--- config.mk ---
export PLATFORM = sky130hd
export DESIGN_NAME = chi_fifo
export DESIGN_NICKNAME = d
export VERILOG_FILES = /design/src/hw/rtl/chi_pkg.sv /design/src/hw/rtl/chi_fifo.sv
export SDC_FILE = /design/constraint.sdc
export NUM_CORES = 1
export LEC_CHECK = 0
export BUFFER_PORTS_ARGS = -buffer_cell sky130_fd_sc_hd__buf_4
export CORE_MARGIN = 2
export CORE_UTILIZATION = 35
export DETAILED_ROUTE_END_ITERATION = 10
export PLACE_DENSITY = 0.67
export REMOVE_ABC_BUFFERS = 1
export SLEW_MARGIN = 20
export SYNTH_ARGS = -nofsm -noshare
export SYNTH_HDL_FRONTEND = slang
export SYNTH_SLANG_ARGS = --single-unit
--- constraint.sdc ---
create_clock -name clk_i -period 11.3 [get_ports clk_i]
set_input_delay 2.26 -clock clk_i [delete_from_list [all_inputs] [get_ports clk_i]]
set_output_delay 2.26 -clock clk_i [all_outputs]
set_load 0.05 [all_outputs]
--- src/hw/rtl/chi_pkg.sv ---
`timescale 1ns / 1ps

package chi_pkg;

  // Table size and index width
  localparam int unsigned MaxNodes = 8;
  localparam int unsigned IdxW     = $clog2(MaxNodes);
  localparam int unsigned NodeCntW = $clog2(MaxNodes + 1);

  // Field widths
  localparam int unsigned NodeIdxW = 3;
  localparam int unsigned PosW     = 32;
  localparam int unsigned ValW     = 48;
  localparam int unsigned CntW     = 4;
  localparam int unsigned DiffW    = PosW + 1;
  localparam int unsigned WideW    = 64;
  localparam int unsigned ProdW    = 2 * WideW;

  // Stream packing
  localparam int unsigned InDataW  = 136;
  localparam int unsigned OutDataW = 56;
  localparam int unsigned PosLsb   = NodeIdxW;
  localparam int unsigned ValLsb   = PosLsb + PosW;
  localparam int unsigned SlopeLsb = ValLsb + ValW;
  localparam int unsigned RamW     = 2 * ValW;

  // Queue between front and back
  localparam int unsigned FifoDepth = 2;
  localparam int unsigned FifoPtrW  = $clog2(FifoDepth);
  localparam int unsigned FifoCntW  = $clog2(FifoDepth + 1);

  // Arithmetic limits
  localparam logic signed [WideW-1:0] LimitW = 64'sh3FFF_FFFF_FFFF_FFFF;
  localparam logic signed [WideW-1:0] Max48  = 64'sh0000_7FFF_FFFF_FFFF;
  localparam logic signed [WideW-1:0] Min48  = -64'sh0000_8000_0000_0000;

  // Divider and multiply sequencing
  localparam int unsigned DivCntW = $clog2(WideW);
  localparam logic [DivCntW-1:0] DivLast = DivCntW'(WideW - 1);

  typedef enum logic [2:0] {
    OP_HM_LO = 3'd0,
    OP_HM_HI = 3'd1,
    OP_H2    = 3'd2,
    OP_H1    = 3'd3,
    OP_H0    = 3'd4
  } op_e;

  typedef enum logic {
    REQ_LOAD = 1'b0,
    REQ_EVAL = 1'b1
  } req_e;

  typedef enum logic [1:0] {
    STAT_OK   = 2'd0,
    STAT_SAT  = 2'd1,
    STAT_ZERO = 2'd2
  } status_e;

  typedef enum logic [3:0] {
    B_IDLE,
    B_READ,
    B_DIV,
    B_MUL,
    B_ROUND,
    B_COEF1,
    B_COEF2,
    B_ADD,
    B_FINAL
  } back_state_e;

  // One evaluation request handed from front to back
  typedef struct packed {
    logic signed [DiffW-1:0] h;
    logic signed [DiffW-1:0] dx;
    logic [IdxW-1:0]         k;
  } job_t;

  // Queue status seen by the front
  typedef struct packed {
    logic full;
    logic empty;
    logic back_idle;
  } flow_t;

  typedef struct packed {
    logic signed [WideW-1:0] val;
    logic                    sat;
  } sat_t;

endpackage

--- src/hw/rtl/chi_fifo.sv ---
`timescale 1ns / 1ps

module chi_fifo (
  input  logic          clk_i,
  input  logic          rst_ni,
  input  logic          push_i,
  input  chi_pkg::job_t wdata_i,
  input  logic          pop_i,
  output chi_pkg::job_t rdata_o,
  output logic          full_o,
  output logic          empty_o
);

  chi_pkg::job_t                   buf_q [chi_pkg::FifoDepth];
  logic [chi_pkg::FifoPtrW-1:0]    wptr_q, wptr_d;
  logic [chi_pkg::FifoPtrW-1:0]    rptr_q, rptr_d;
  logic [chi_pkg::FifoCntW-1:0]    cnt_q, cnt_d;

  assign full_o  = (cnt_q == chi_pkg::FifoCntW'(chi_pkg::FifoDepth));
  assign empty_o = (cnt_q == '0);
  assign rdata_o = buf_q[rptr_q];

  // Pointer and fill count update.
  always_comb begin
    wptr_d = wptr_q;
    rptr_d = rptr_q;
    cnt_d  = cnt_q;
    if (push_i) begin
      wptr_d = (32'(wptr_q) == chi_pkg::FifoDepth - 1) ? '0 : wptr_q + 1'b1;
    end
    if (pop_i) begin
      rptr_d = (32'(rptr_q) == chi_pkg::FifoDepth - 1) ? '0 : rptr_q + 1'b1;
    end
    if (push_i && !pop_i) begin
      cnt_d = cnt_q + 1'b1;
    end else if (pop_i && !push_i) begin
      cnt_d = cnt_q - 1'b1;
    end
  end

  always_ff @(posedge clk_i or negedge rst_ni) begin
    if (!rst_ni) begin
      wptr_q <= '0;
      rptr_q <= '0;
      cnt_q  <= '0;
    end else begin
      wptr_q <= wptr_d;
      rptr_q <= rptr_d;
      cnt_q  <= cnt_d;
    end
  end

  // Entry storage.
  always_ff @(posedge clk_i) begin
    if (push_i) begin
      buf_q[wptr_q] <= wdata_i;
    end
  end

endmodule

# ---- Word-level counts from Yosys, hierarchy flattened
# Memories as Yosys holds them, arrays and structs flattened.
# Cells that the tools add are included.
dict set report totals {
  ff_bits 4
  mem_bits_rw 138
  out_inout_bits 71
  n_memories 1
}
# name depth word_bits rd rd_ports_with_merged_regs write_ports line
set memory_table {}
lappend memory_table {buf_q 2 69 1 0 1 chi_fifo.sv:14} ;# chi_pkg::job_t buf_q [chi_pkg::FifoDepth];
dict set report op_classes {
  add_sub_neg 4
  eq_ne 1
  mux 6
  reduce_logical 6
}
# operator n
set ops {}
lappend ops {{two-way mux 1 bit} 4}
lappend ops {{two-way mux 2 bit} 2}
lappend ops {{adder 1 bit (second input constant)} 2}
lappend ops {{adder 2 x 1 -> 2 bit (second input constant)} 1}
lappend ops {{equality test 2 bit (second input constant)} 1}
lappend ops {{logical AND 1 bit} 2}
lappend ops {{zero test 1 bit} 2}
lappend ops {{zero test 2 bit} 1}
lappend ops {{nonzero test 2 bit} 1}
lappend ops {{subtractor 2 x 1 -> 2 bit (second input constant)} 1}

# ---- Logic depth before layout (Yosys ltp)
dict set report depth {
  depth_word 4
  mapped_depth 5
}

# ---- Worst setup path before layout
# OpenSTA, ideal clock, no wires.
dict set report synth_timing {
  path_kind {input-to-reg}
  start {in push_i}
  end {mem buf_q[0][0] (netlist bit) (enable)}
  setup_ns 0.505
  arrival_ns 5.288
  path_slack_ns 5.507
  cell_stages 1
  n_path_buf 0
  cell_sequence {nor2b_1}
}
dict set report synth_via {
  elab_chain_cells 2
}
# element line
set synth_rtl {}
lappend synth_rtl {{from (decl)} chi_fifo.sv:6} ;# input logic push_i,
lappend synth_rtl {{two-way mux 1 bit} chi_fifo.sv:55} ;# if (push_i) begin
lappend synth_rtl {{two-way mux 1 bit (not written as such)} chi_fifo.sv:56} ;# buf_q[wptr_q] <= wdata_i;
lappend synth_rtl {{to (decl)} chi_fifo.sv:14}
# Every way passes these cells.

==> impl_metrics.tcl <==
set metrics [dict create \
    antenna_found_initial 0 \
    htree_levels 4 \
    fin_tns_setup_ns 0 \
    yosysTopAreaCell "edfxtp_1" \
    rows 45 \
    worstPathArrival_ns 2.40 \
    switching_share_pct 36.74 \
    min_path_type "flip-flop to flip-flop" \
    worst_setup_path_start_kind "flip-flop" \
    cp.required_ns 9.04 \
    path_clk_slew_ns 0.06 \
    synth_cell_types 12 \
    crit_type "flip-flop to output port" \
    synth_most_common_cell "edfxtp_1" \
    clk_root_buffer_cell "clkbuf_16" \
    ir_drop_uv 165.0 \
    slew_violations 0 \
    finalCritPeriodShare_pct 41.27 \
    crit_fanout 33 \
    grt_max_degree 70 \
    dr.pass1.iters 4 \
    ys_seq_area_share_pct 76.92 \
    grt_util_met1_pct 13.54 \
    ys_warn_count 0 \
    max-cap-violations 0 \
    hold_viol_final 0 \
    vias 2654 \
    max_slew_margin_pct 35.33 \
    clock-sinks 142 \
    routed_wirelength_um 9659 \
    drive_gt1_share_pct 60.85 \
    yosys.area.top_type_share_pct 75.10 \
    grt_first_pass_wirelength_um 14460 \
    overflow 0 \
    cts_tree "yes" \
    rsz0062_at_grt "no" \
    max_freq_ghz 0.2144 \
    dieArea_um2 16790 \
    worstMarginPinSlew_ns 0.9700 \
    intPower_mw 1.411 \
    worstSkewPairLatency_ns 0.41 \
    fin_ws_ns 6.637 \
    post_cts_buffers 0 \
    hold_path_depth 1 \
    dp_slack_ns 6.984 \
    critPathCaptureType "output port" \
    avgSynthCellArea_um2 23.89 \
    fill_cells 1319 \
    cts.hold.buffers_added 0 \
    ys_top_cells_by_count "edfxtp_1, mux2_4, buf_12" \
    synth.area.top_cells "edfxtp_1, mux2_4, buf_12, dfrtp_1, xor2_1" \
    grt-busiest-layer "met2" \
    die_w_um 129.6 \
    first_iter_violations 136 \
    cts_buffer_depth 2 \
    finalCriticalPeriod_ns 4.663 \
    postCtsResizedCells 0 \
    grt_use_met3_pct 5.202 \
    ant_nets 0 \
    holdPathEnd "cnt_q[1]$_DFFE_PN0P_" \
    core_um2 15310 \
    fin_skew_ns 0.007849 \
    area_growth_syn_to_layout_pct 33.29 \
    wl_per_cell_um 15.78 \
    finalSetupViolCount 0 \
    power_density_nw_per_um2 303.3 \
    drcViolationCount 0 \
    power_frac_seq_pct 33.2 \
    ys_seq_elements 142 \
    ff_latch_area_um2 4248 \
    r2r-end "buf_q[0][36]$_DFFE_PP_" \
    design.portCount 144 \
    io_buffers 143 \
    status "finished, final reports clean" \
    fin_nets 462 \
    start_util_pct 36.03 \
    r2r.worst_path.cells 2 \
    met2_usage_pct 19.28 \
    routabilityCongestion 0.6518 \
    synth-async-reset-ratio_pct 2.817 \
    synth_ff_type "edfxtp_1" \
    power.leakage_nw 2.954 \
    num_antenna_cells 0 \
    multi_input_area_um2 1129 \
    numCtsBuffers 17 \
    hp-start "cnt_q[1]$_DFFE_PN0P_" \
    syn_inst 231 \
    rrSetupSlack_ns 9.39 \
    clkPwrFrac_pct 25.2 \
    netlist_area_um2 5518 \
    synth_enable_flop_cells 138 \
    pwr-share-comb_pct 41.5 \
    grt_usage_pct 11.89 \
    die_h_um 129.6 \
    p_switching_mw 0.8193 \
    reg2reg_from "wptr_q$_DFFE_PN0P_" \
    grt_pass1_vias 2800 \
    routed_via_density 4.337 \
]
[logic make-up (layout without fill, tap and decap cells)]
group | count (synthesis) | in the layout | synth area share [%]
DFF | 142 | 142 | 76.92
muxes | 69 | 69 | 18.78
buffers and inverters | 9 | 179 | 2.812
xor gates and xnor gates | 5 | 5 | 0.7936
and+or+nand+nor | 5 | 5 | 0.4763
adders and majority gates | 1 | 1 | 0.2267
[layout make-up]
type | count | share of cell area, %
Clock buffer | 18 | 5.835
Clock inverter | 14 | 2.348
Inverter | 1 | 0.05104
Multi-Input combinational cell | 80 | 15.35
Sequential cell | 142 | 57.76
Tap cell | 211 | 3.590
Timing Repair Buffer | 146 | 15.07
[power by group through the flow]
| stage | Sequential (mW) | Combinational, mW | Clock [mW] |
|---|---|---|---|
| 4_1_cts | 0.744 | 0.941 | 0.577 |
| 5_1_grt | 0.751 | 0.970 | 0.603 |
| 3_3_place_gp | 0.748 | 0.934 | 0 |
| 3_5_place_dp | 0.753 | 0.939 | 0 |
| 2_1_floorplan | 0.791 | 0.683 | 0 |
| 6_report | 0.741 | 0.926 | 0.563 |
[per-layer routing]
metal  share of wire [%]  wire length [um]
met1                  41              3928
met2                  50              4866
met3                 7.1               686
met4                 1.8               178
met5                   0                 0
[worst max-delay path by stage]
stage / startpoint / to / slack (ns)
6_report: rptr_q$_DFFE_PN0P_ / rdata_o[39] / 6.64
5_1_grt: rptr_q$_DFFE_PN0P_ / rdata_o[64] / 6.51
4_1_cts: rptr_q$_DFFE_PN0P_ / rdata_o[64] / 6.53
3_5_place_dp: rptr_q$_DFFE_PN0P_ / rdata_o[64] / 6.98
3_3_place_gp: rptr_q$_DFFE_PN0P_ / rdata_o[64] / 6.99
2_1_floorplan: push_i / buf_q[0][0]$_DFFE_PP_ / 5.51
[state kept, by name, indices dropped and copies added (netlist names)]
name    count
buf_q     138
cnt_q       2
rptr_q      1
wptr_q      1
[stage by stage]
step | cell area [um2] | std cells | util (%) | hold WS (ns) | total power [mW]
finish | 7355 | 612 | 48.02 | 0.5090 | 2.230
global route | 7355 | 612 | 48.02 | 0.5499 | 2.324
CTS | 7335 | 611 | 47.89 | 0.5147 | 2.261
detailed placement | 6733 | 579 | 43.96 | 0.4980 | 1.692
global placement | 6733 | 579 | 43.96 | 0.4721 | 1.682
floorplan | 5366 | 223 | - | 0.4555 | 1.475
[critical path, cell delays in order (launching register included)]
cell	delay, ns
dfrtp_4	0.55
buf_4	0.57
buf_12	0.30
mux2_4	0.33
buf_4	0.19
[placed cells by master (no fill, tap or decap)]
cell type   synthesis  final
and2_4              0      1
buf_12              7      1
buf_4               0    145
bufinv_16           0      4
clkbuf_1            0      1
clkbuf_16           0     17
clkinv_1            0      5
clkinv_2            0      2
clkinvlp_4          0      2
dfrtp_1             4      3
dfrtp_4             0      1
edfxtp_1          138    138
ha_1                1      1
inv_1               1      1
inv_6               0      1
mux2_4             69     69
nor2_1              2      2
nor2b_1             2      1
nor2b_4             0      1
xnor2_1             1      1
xor2_1              4      4
Power figures use the tool's default switching activity.
