**src/hw/rtl/chi_ram.sv**
```systemverilog
`timescale 1ns / 1ps

module chi_ram #(
  parameter int unsigned Width = 8,
  parameter int unsigned Depth = 8
) (
  input  logic                     clk_i,
  input  logic                     we_i,
  input  logic [$clog2(Depth)-1:0] waddr_i,
  input  logic [Width-1:0]         wdata_i,
  input  logic [$clog2(Depth)-1:0] raddr_a_i,
  input  logic [$clog2(Depth)-1:0] raddr_b_i,
  output logic [Width-1:0]         rdata_a_o,
  output logic [Width-1:0]         rdata_b_o
);

  logic [Width-1:0] mem_q [Depth];
  logic [Width-1:0] rdata_a_q;
  logic [Width-1:0] rdata_b_q;

  // One write port, two registered read ports.
  always_ff @(posedge clk_i) begin
    if (we_i) begin
      mem_q[waddr_i] <= wdata_i;
    end
    rdata_a_q <= mem_q[raddr_a_i];
    rdata_b_q <= mem_q[raddr_b_i];
  end

  assign rdata_a_o = rdata_a_q;
  assign rdata_b_o = rdata_b_q;

endmodule

```
**config.mk**
```make
export PLATFORM = sky130hd
export DESIGN_NAME = chi_ram
export DESIGN_NICKNAME = d
export VERILOG_FILES = /design/src/hw/rtl/chi_ram.sv
export SDC_FILE = /design/constraint.sdc
export NUM_CORES = 1
export LEC_CHECK = 0
export BUFFER_PORTS_ARGS = -buffer_cell sky130_fd_sc_hd__buf_4
export CORE_MARGIN = 3
export CORE_UTILIZATION = 62
export CTS_CLUSTER_DIAMETER = 30
export CTS_CLUSTER_SIZE = 28
export DETAILED_ROUTE_END_ITERATION = 8
export PLACE_DENSITY = 0.79
export SYNTH_ARGS = -nofsm -noshare
export SYNTH_HDL_FRONTEND = slang
export SYNTH_SLANG_ARGS = --single-unit
```
**constraint.sdc**
```tcl
create_clock -name clk_i -period 1.9 [get_ports clk_i]
set_input_delay 0 -clock clk_i [delete_from_list [all_inputs] [get_ports clk_i]]
set_output_delay 0 -clock clk_i [all_outputs]
set_load 0.01 [all_outputs]
```
# Word-level counts from Yosys, hierarchy flattened
# Memory sizes are Yosys's and may differ from the RTL's. A register that Yosys moved wholly into a read port is not among the register bits.
# Index checks and enable logic that the tools add are counted.
dict set report totals {
  mem_bits_rw 64
  reg_bits 0
  in_bits 19
  memories 1
}
# memory words width read_ports rd_clocked_by_memory_dff write_ports line_no
set mem_list {}
lappend mem_list {mem_q 8 8 2 2 1 17} ;# logic [Width-1:0] mem_q [Depth];
dict set report classes {
  mux 2
}
# cell count
set op_table {}
lappend op_table {{$mux 1} 2}

# Logic depth before layout (Yosys ltp)
# Gate-level depths: netlist of the first run.
dict set report depth {
  depth_word 2
  depth_mapped 4
  depth_no_buf 2
}

# Worst setup path after synthesis of the first run
# Ideal clock, no wire load.
dict set report synth_timing {
  path_type {reg-to-reg}
  startpoint {memory mem_q[3][1]}
  endpoint {register rdata_b_q[1], in the netlist rdata_b_o[1], read port of mem_q}
  path_stages_with_launch 3
  arrival_ns 1.087
  slack_ns 0.693
  n_path_buf 0
  setup_time_ns 0.121
  path_cell_list {edfxtp_1 mux4_1 mux2_2}
}
# element line_no
set synth_lines {}
lappend synth_lines {{start: declaration} 17}
lappend synth_lines {{end: declaration} 19} ;# logic [Width-1:0] rdata_b_q;

==> results of run 1 <==
through the flow:
step / cells / setup WS (ps) / hold WS (ps)
after floorplan: 151 / 693 / 98.9
after global placement: 253 / 630 / 220
after global routing: 277 / 540 / 9.22
after CTS: 277 / 559 / 11.1
final: 277 / 557 / 20.9
after detailed placement: 253 / 575 / 234
synthesized netlist by cell type:
master	n
edfxtp_1	64
mux4_1	29
dfxtp_1	16
mux2_2	16
nor2_1	6
mux4_2	3
nand2b_1	3
buf_1	2
buf_12	2
buf_2	2
buf_6	2
clkbuf_1	2
nand2_1	2
nor3_1	2
per-layer routing:
layer / vias up / global-route usage, %
li1: 760 / -
met1: 880 / 25.6
met2: 35 / 39.7
met3: 8 / 4.85
met4: 0 / 7.77
met5: - / 0
cells by family after synthesis:
group                  share of synthesized area (%)
DFF                                             66.0
muxes                                           29.7
and+or+nand+nor                                 1.73
buffers and inverters                           2.58
power groups by stage:
stage	logic (W)	registers, W	clock network [W]
2_1_floorplan	0.000176	0.00205	0
3_3_place_gp	0.000312	0.00204	0
3_5_place_dp	0.000324	0.00204	0
4_1_cts	0.000337	0.00200	0.00119
5_1_grt	0.000359	0.00201	0.00127
6_report	0.000333	0.00200	0.00117
final timing paths:
path / start / to / slack, ps / cells past startpoint
setup / recovery: mem_q[3][7] / rdata_b_o[7] / 560 / 2
hold / removal: raddr_b_i[1] / rdata_b_o[4] / 20 / 2
setup reg to reg: mem_q[3][7] / rdata_b_o[7] / 560 / 2
hold reg to reg: mem_q[0][5] / rdata_a_o[5] / 700 / 2
area by class of cell:
cell class / count / area share, %
repair buffers: 50 / 9.93
flip-flops and latches: 80 / 56.3
clock buffers: 10 / 3.20
clock inverters: 6 / 1.54
well taps: 70 / 2.20
multi-input cells: 61 / 26.8
sequential cells by signal, summed over array words and instances, names as in the netlist:
name and cells:
rdata_a_o 8, mem_q 64, rdata_b_o 8
==> results.cfg, run 1 <==
[drt]
wl_met2_mm = 3.59
routed.top_layer = met4
final_antenna_net_count = 0
route.met3.wl_um = 209
routedWlPerCell_um = 22.4
num_vias = 1683
first_pass_iters = 4
avgViaCountPerCell = 6.08
met1_length_mm = 2.34
drt_iter0_markers = 139
drt-total-wl_mm = 6.21
remaining_drc_errors = 0

[grt]
grt_start_max_net_pins = 17
grt_pass1_wl_mm = 9.51
grt_pass1_vias = 1744
grt_antenna_before_repair = 0
grt.total_usage_pct = 21.9
grt-ovfl-total = 0

[power_and_ir_drop]
power_switching_w = 0.000736
combinationalPowerShare_pct = 9.5
internal_power_w = 0.00277
switching_share_pct = 21.0
leakage_nw = 1.46
p_seq_share_pct = 57.2
power_frac_clock_pct = 33.3
p_total_w = 0.00351
peakVddDrop_v = 0.000626
powerDensity_mw_per_mm2 = 880

[placement]
gp_congestion = 0.726
io_buffers = 34
dp_hpwl_mm = 4.00
placed_area_mm2 = 0.00371

[floorplanning]
die_width_um = 80.0
core_mm2 = 0.00520
io_pins = 35
start_util_pct = 65.3
die_h_um = 80.0
dieArea_mm2 = 0.00641
num_rows = 26

[logic_synthesis]
synth_area_mm2 = 0.00340
yosysTopAreaCell = edfxtp_1
synth.distinct_cells = 14
synth.net_count = 170
postSynthAreaPerCell_um2 = 22.5
ys_seq_area_share_pct = 66.0
yosys_register_bits = 80
synth_area_leaders = edfxtp_1, mux4_1, dfxtp_1, mux2_2, mux4_2
yosysWarnings = 0
synth_top_area_share_pct = 56.6
syn-instance-count = 151

[clock_tree]
clk_latency_ps = 330
clockBufferDepth = 2
clock-sinks = 80
cts_root_buffer = clkbuf_8
cts.reportedPaths.clkPinSlew_ps = 80
cts_tree = built
cts.htree.levels = 3
postCtsSetupBuffers = 0
cts_buffers = 9
cts_hold_buf = 8
cts_resized = 0

[setup_path]
critical_path_peak_fanout = 2
slowest_delay_ps = 550
crit_required_ps = 2130
cp_top_family = multiplexers
cp-end-kind = register
crit_path_start_kind = register
slowest_stage = mux4_1
path_cells = mux4_1 > mux2_2
critical_path_class = register to register
timing.critical_path.buf_inv = 0
cp.arrival_ps = 1570

[sta]
slew_headroom_pct = 81.2
period_share_pct = 70.7
hold_viol = 0
skew_ps = 8.10
drv_slew = 0
fin_setup_tns_ps = 0
rsz0062_at_grt = no
worstMarginPinSlew_ps = 282
finalSetupViolCount = 0
fmax_mhz = 745
finalCriticalPeriod_ps = 1340

[cells_and_area]
drive_gt1_share_pct = 36.7
final_common_cell = edfxtp_1
n_antenna_cell = 0
synthToLayoutAreaGrowth_pct = 17.2
utilization_pct = 76.5
register_area_mm2 = 0.00224
multiInputGateArea_mm2 = 0.00107
mostFrequentLayoutCells = edfxtp_1, buf_4, mux4_1
nNetsFinal = 221
final_cell_area_mm2 = 0.00398
num-fill-cells = 313

[hold_path]
worstHoldPathType = input port to register

[flow_run]
maxCapViolations = 0

[status]
outcome = completed
(Power assumes the default switching activity.)
==> run 2: changes to the inputs <==
CORE_UTILIZATION = 58   (was 62)
PLACE_DENSITY = 0.75   (was 0.79)
clock period = 1.4 ns   (was 1.9 ns; I/O delays follow)
==> run 2 against run 1 <==
  * Fmax grew 3.1%
  * Power increased by 38%
  * Critical path depth unchanged
  * Sequential power rose by 36%
  * Worst hold slack lost 2.9 ps
  * Cell area up 1.0%
  * Sequential share of layout area fell by 0.56 points
  * Cell count is 1.8% higher
  * Clock power increased by 43%
  * Global-route usage is 1.9 points lower
  * Largest power group unchanged
==> results.cfg, run 2 (synthesis gave the netlist of run 1 again) <==
[placement]
dp_hpwl_mm = 3.86
gp_congestion = 0.687
place_inst = 258
io_buffers = 34
pre_cts_ws_ps = 82.1

[sta]
hold_viol = 0
fmax_mhz = 768
fin_setup_tns_ps = 0
worstMarginPinSlew_ps = 281
period_share_pct = 93.1
slew_headroom_pct = 81.1
rsz0062_at_grt = no
skew_ps = 6.82
setup_ws_ps = 97.2
finalCriticalPeriod_ps = 1300
finalSetupViolCount = 0
drv_slew = 0

[setup_path]
startpoint = mem_q[3][2]
timing.critical_path.buf_inv = 0
cp_top_family = multiplexers
rrSetupSlack_ps = 100
critical_path_peak_fanout = 2
crit_required_ps = 1640
path_cells = mux4_1 > mux2_2
crit_path_start_kind = register
critical_path_class = register to register
slowest_delay_ps = 530
slowest_stage = mux4_1
cp.arrival_ps = 1540
cp-end-kind = register
r2r_start = mem_q[3][2]

[floorplanning]
num_rows = 27
start_util_pct = 61.0
io_pins = 35
die_width_um = 82.5
dieArea_mm2 = 0.00681
die_h_um = 82.5
core_mm2 = 0.00557

[cells_and_area]
regMostFlops = mem_q
multiInputGateArea_mm2 = 0.00107
drive_gt1_share_pct = 37.6
largest_reg_flops = 64
finish.cell_count_without_fillers = 282
num-fill-cells = 351
n_antenna_cell = 0
final_common_cell = edfxtp_1
register_area_mm2 = 0.00224
synthToLayoutAreaGrowth_pct = 18.4
nNetsFinal = 224
mostFrequentLayoutCells = edfxtp_1, buf_4, mux4_1

[grt]
grt_antenna_before_repair = 0
grt-ovfl-total = 0
grt_start_max_net_pins = 17
grt.total_usage_pct = 20.0
grt_pass1_vias = 1685
grt_pass1_wl_mm = 9.02

[hold_path]
worstHoldPathType = input port to register
worstHoldStart = raddr_b_i[1]

[flow_run]
maxCapViolations = 0

[drt]
final_antenna_net_count = 0
drt_iter0_markers = 107
routedWlPerCell_um = 21.6
drt-total-wl_mm = 6.09
remaining_drc_errors = 0
num_vias = 1675
avgViaCountPerCell = 5.94
first_pass_iters = 4

[power_and_ir_drop]
powerDensity_mw_per_mm2 = 1200
peakVddDrop_v = 0.000830
leakage_nw = 1.48

[clock_tree]
cts.htree.levels = 3
clk_latency_ps = 340
postCtsSetupBuffers = 0
cts_resized = 0
clock-sinks = 80
cts_buffers = 9
cts_root_buffer = clkbuf_8
cts_hold_buf = 8
cts.reportedPaths.clkPinSlew_ps = 80
clockBufferDepth = 2
cts_tree = built

[status]
outcome = completed
==> run 2: per-layer routing <==
| layer | vias to the layer above | share of wire, % | GRT usage, % |
|---|---|---|---|
| met4 | 0 | 1.5 | 8.82 |
| met3 | 9 | 4.9 | 5.31 |
| met2 | 49 | 54 | 32.9 |
| met1 | 853 | 40 | 25.1 |
| met5 | - | 0 | 0 |
| li1 | 764 | - | - |
==> run 2: area by class of cell <==
class                      instances  share of cell area (%)
timing repair buffer              53                    10.4
tap                               72                    2.24
clock buffer                      15                    4.88
clock inverter                     1                   0.187
multi-input combinational         61                    26.6
sequential                        80                    55.7
==> run 2: path summary, 6_finish.rpt <==
path | end | cells past startpoint
max | rdata_b_o[2] | 2
min | rdata_b_o[7] | 2
max reg2reg | rdata_b_o[2] | 2
min reg2reg | rdata_b_o[7] | 2
==> run 2: stage by stage <==
| stage | area [um^2] | power (W) | util (%) | hold WS (ps) |
|---|---|---|---|---|
| global placement | 3740 | 0.00319 | 67.1 | 223 |
| detailed placement | 3740 | 0.00322 | 67.1 | 233 |
| finish | 4020 | 0.00484 | 72.2 | 18.0 |
| floorplan | 3400 | 0.00302 | - | 98.9 |
| global route | 4020 | 0.00504 | 72.2 | 17.5 |
| CTS | 4020 | 0.00488 | 72.2 | 19.5 |
==> run 2: where the power goes <==
part | internal [W] | switching [W]
clock | 0.000889 | 0.000784
sequential | 0.00268 | 0.0000390
combinational | 0.000266 | 0.000189
total | 0.00383 | 0.00101
==> run 3: changes to the inputs <==
CORE_UTILIZATION = 52   (was 58)
PLACE_DENSITY = 0.71   (was 0.75)
SKIP_CTS_REPAIR_TIMING = 1   (was not set)
clock period = 1.1 ns   (was 1.4 ns; I/O delays follow)
==> run 3 against run 2 <==
  * The run now ends with setup timing left
  * Critical endpoint is now rdata_b_o[3]
  * Cell area grew 0.87%
  * Combinational power grew 49%
  * Critical path depth is the same
  * Sequential cell count is the same
  * Clock-buffer cell count shrank 6
  * First-iteration DRC count grew 2.8%
  * Routed wire length grew 0.21%
  * Sequential share of layout area shrank 0.48 points
==> results.cfg, run 3 (synthesis gave the netlist of run 1 again) <==
[status]
outcome = complete, but fails checks
violations = setup timing

[cells_and_area]
n_antenna_cell = 0
utilization_pct = 66.2
largest_reg_flops = 64
final_common_cell = edfxtp_1
mostFrequentLayoutCells = edfxtp_1, buf_4, mux4_2
synthToLayoutAreaGrowth_pct = 19.4
drive_gt1_share_pct = 52.8
regMostFlops = mem_q
nNetsFinal = 228
final_cell_area_mm2 = 0.00406
finish.cell_count_without_fillers = 289

[drt]
final_antenna_net_count = 0
routedWlPerCell_um = 21.1
drt_iter0_markers = 110
first_pass_iters = 4
remaining_drc_errors = 0
num_vias = 1658
drt-total-wl_mm = 6.10
avgViaCountPerCell = 5.74

[sta]
finalCriticalPeriod_ps = 1270
fin_setup_tns_ps = -2310
rsz0062_at_grt = yes
hold_viol = 0
skew_ps = 4.86
period_share_pct = 115
fmax_mhz = 789
worstMarginPinSlew_ps = 245
drv_slew = 0
finalSetupViolCount = 16
slew_headroom_pct = 83.7
setup_ws_ps = -168

[floorplanning]
die_h_um = 86.8
num_rows = 28
io_pins = 35
die_width_um = 86.8
start_util_pct = 55.4
core_mm2 = 0.00613
dieArea_mm2 = 0.00754

[clock_tree]
cts_root_buffer = clkbuf_8
clk_latency_ps = 340
cts.htree.levels = 3
clock-sinks = 80
cts_tree = built
cts_buffers = 9
cts.reportedPaths.clkPinSlew_ps = 80
clockBufferDepth = 2

[setup_path]
slowest_stage = mux4_2
critical_path_class = register to register
timing.critical_path.buf_inv = 0
rrSetupSlack_ps = -170
crit_path_start_kind = register
critical_path_peak_fanout = 2
cp-end-kind = register
path_cells = mux4_2 > mux2_4
cp.arrival_ps = 1500
cp_top_family = multiplexers
slowest_delay_ps = 500
crit_required_ps = 1330

[placement]
io_buffers = 34
gp_congestion = 0.765
place_inst = 265
pre_cts_ws_ps = -176
placed_area_mm2 = 0.00372
dp_hpwl_mm = 4.16

[grt]
grt_start_max_net_pins = 17
grt-ovfl-total = 0
grt_pass1_wl_mm = 9.47
grt_antenna_before_repair = 0
grt_pass1_vias = 1717
grt.total_usage_pct = 18.2

[power_and_ir_drop]
peakVddDrop_v = 0.000928
leakage_nw = 1.46
powerDensity_mw_per_mm2 = 1570

[hold_path]
worstHoldPathType = input port to register

[flow_run]
maxCapViolations = 0
## run 3: area by class of cell
type	instances	area, um^2
clock buffers	9	124
clock inverters	7	86.3
fillers	392	2070
multi-input cells	61	1010
flip-flops and latches	80	2240
well taps	75	93.8
repair buffers	57	498
## run 3: worst paths after layout
check,from,end,depth (start not counted)
setup / recovery,mem_q[7][3],rdata_b_o[3],2
hold / removal,raddr_a_i[1],rdata_a_o[6],2
setup reg to reg,mem_q[7][3],rdata_b_o[3],2
hold reg to reg,mem_q[4][4],rdata_b_o[4],2
## run 3: metrics by stage
stage	hold slack, ps	power (W)
finish	45.8	0.00639
global route	41.5	0.00665
CTS	-132	0.00640
detailed placement	239	0.00416
global placement	227	0.00413
floorplan	98.9	0.00387
## run 3: worst reg2reg max path, stage by stage, from the launching register on
cell,delay [ps]
edfxtp_1,390
mux4_2,500
mux2_4,270
## run 3: routing by layer
layer | vias up | part of all wire (%) | GRT usage [%]
met5 | - | 0 | 0
met4 | 0 | 2.0 | 8.36
met3 | 10 | 6.3 | 5.89
met2 | 47 | 54 | 29.8
met1 | 856 | 38 | 22.0
li1 | 745 | - | -
## run 3: report_power, final
part	internal [W]	total [W]	switching (W)
Sequential	0.00341	0.00346	0.0000496
Clock	0.00126	0.00225	0.000995
Combinational	0.000413	0.000679	0.000267
Total	0.00508	0.00639	0.00131
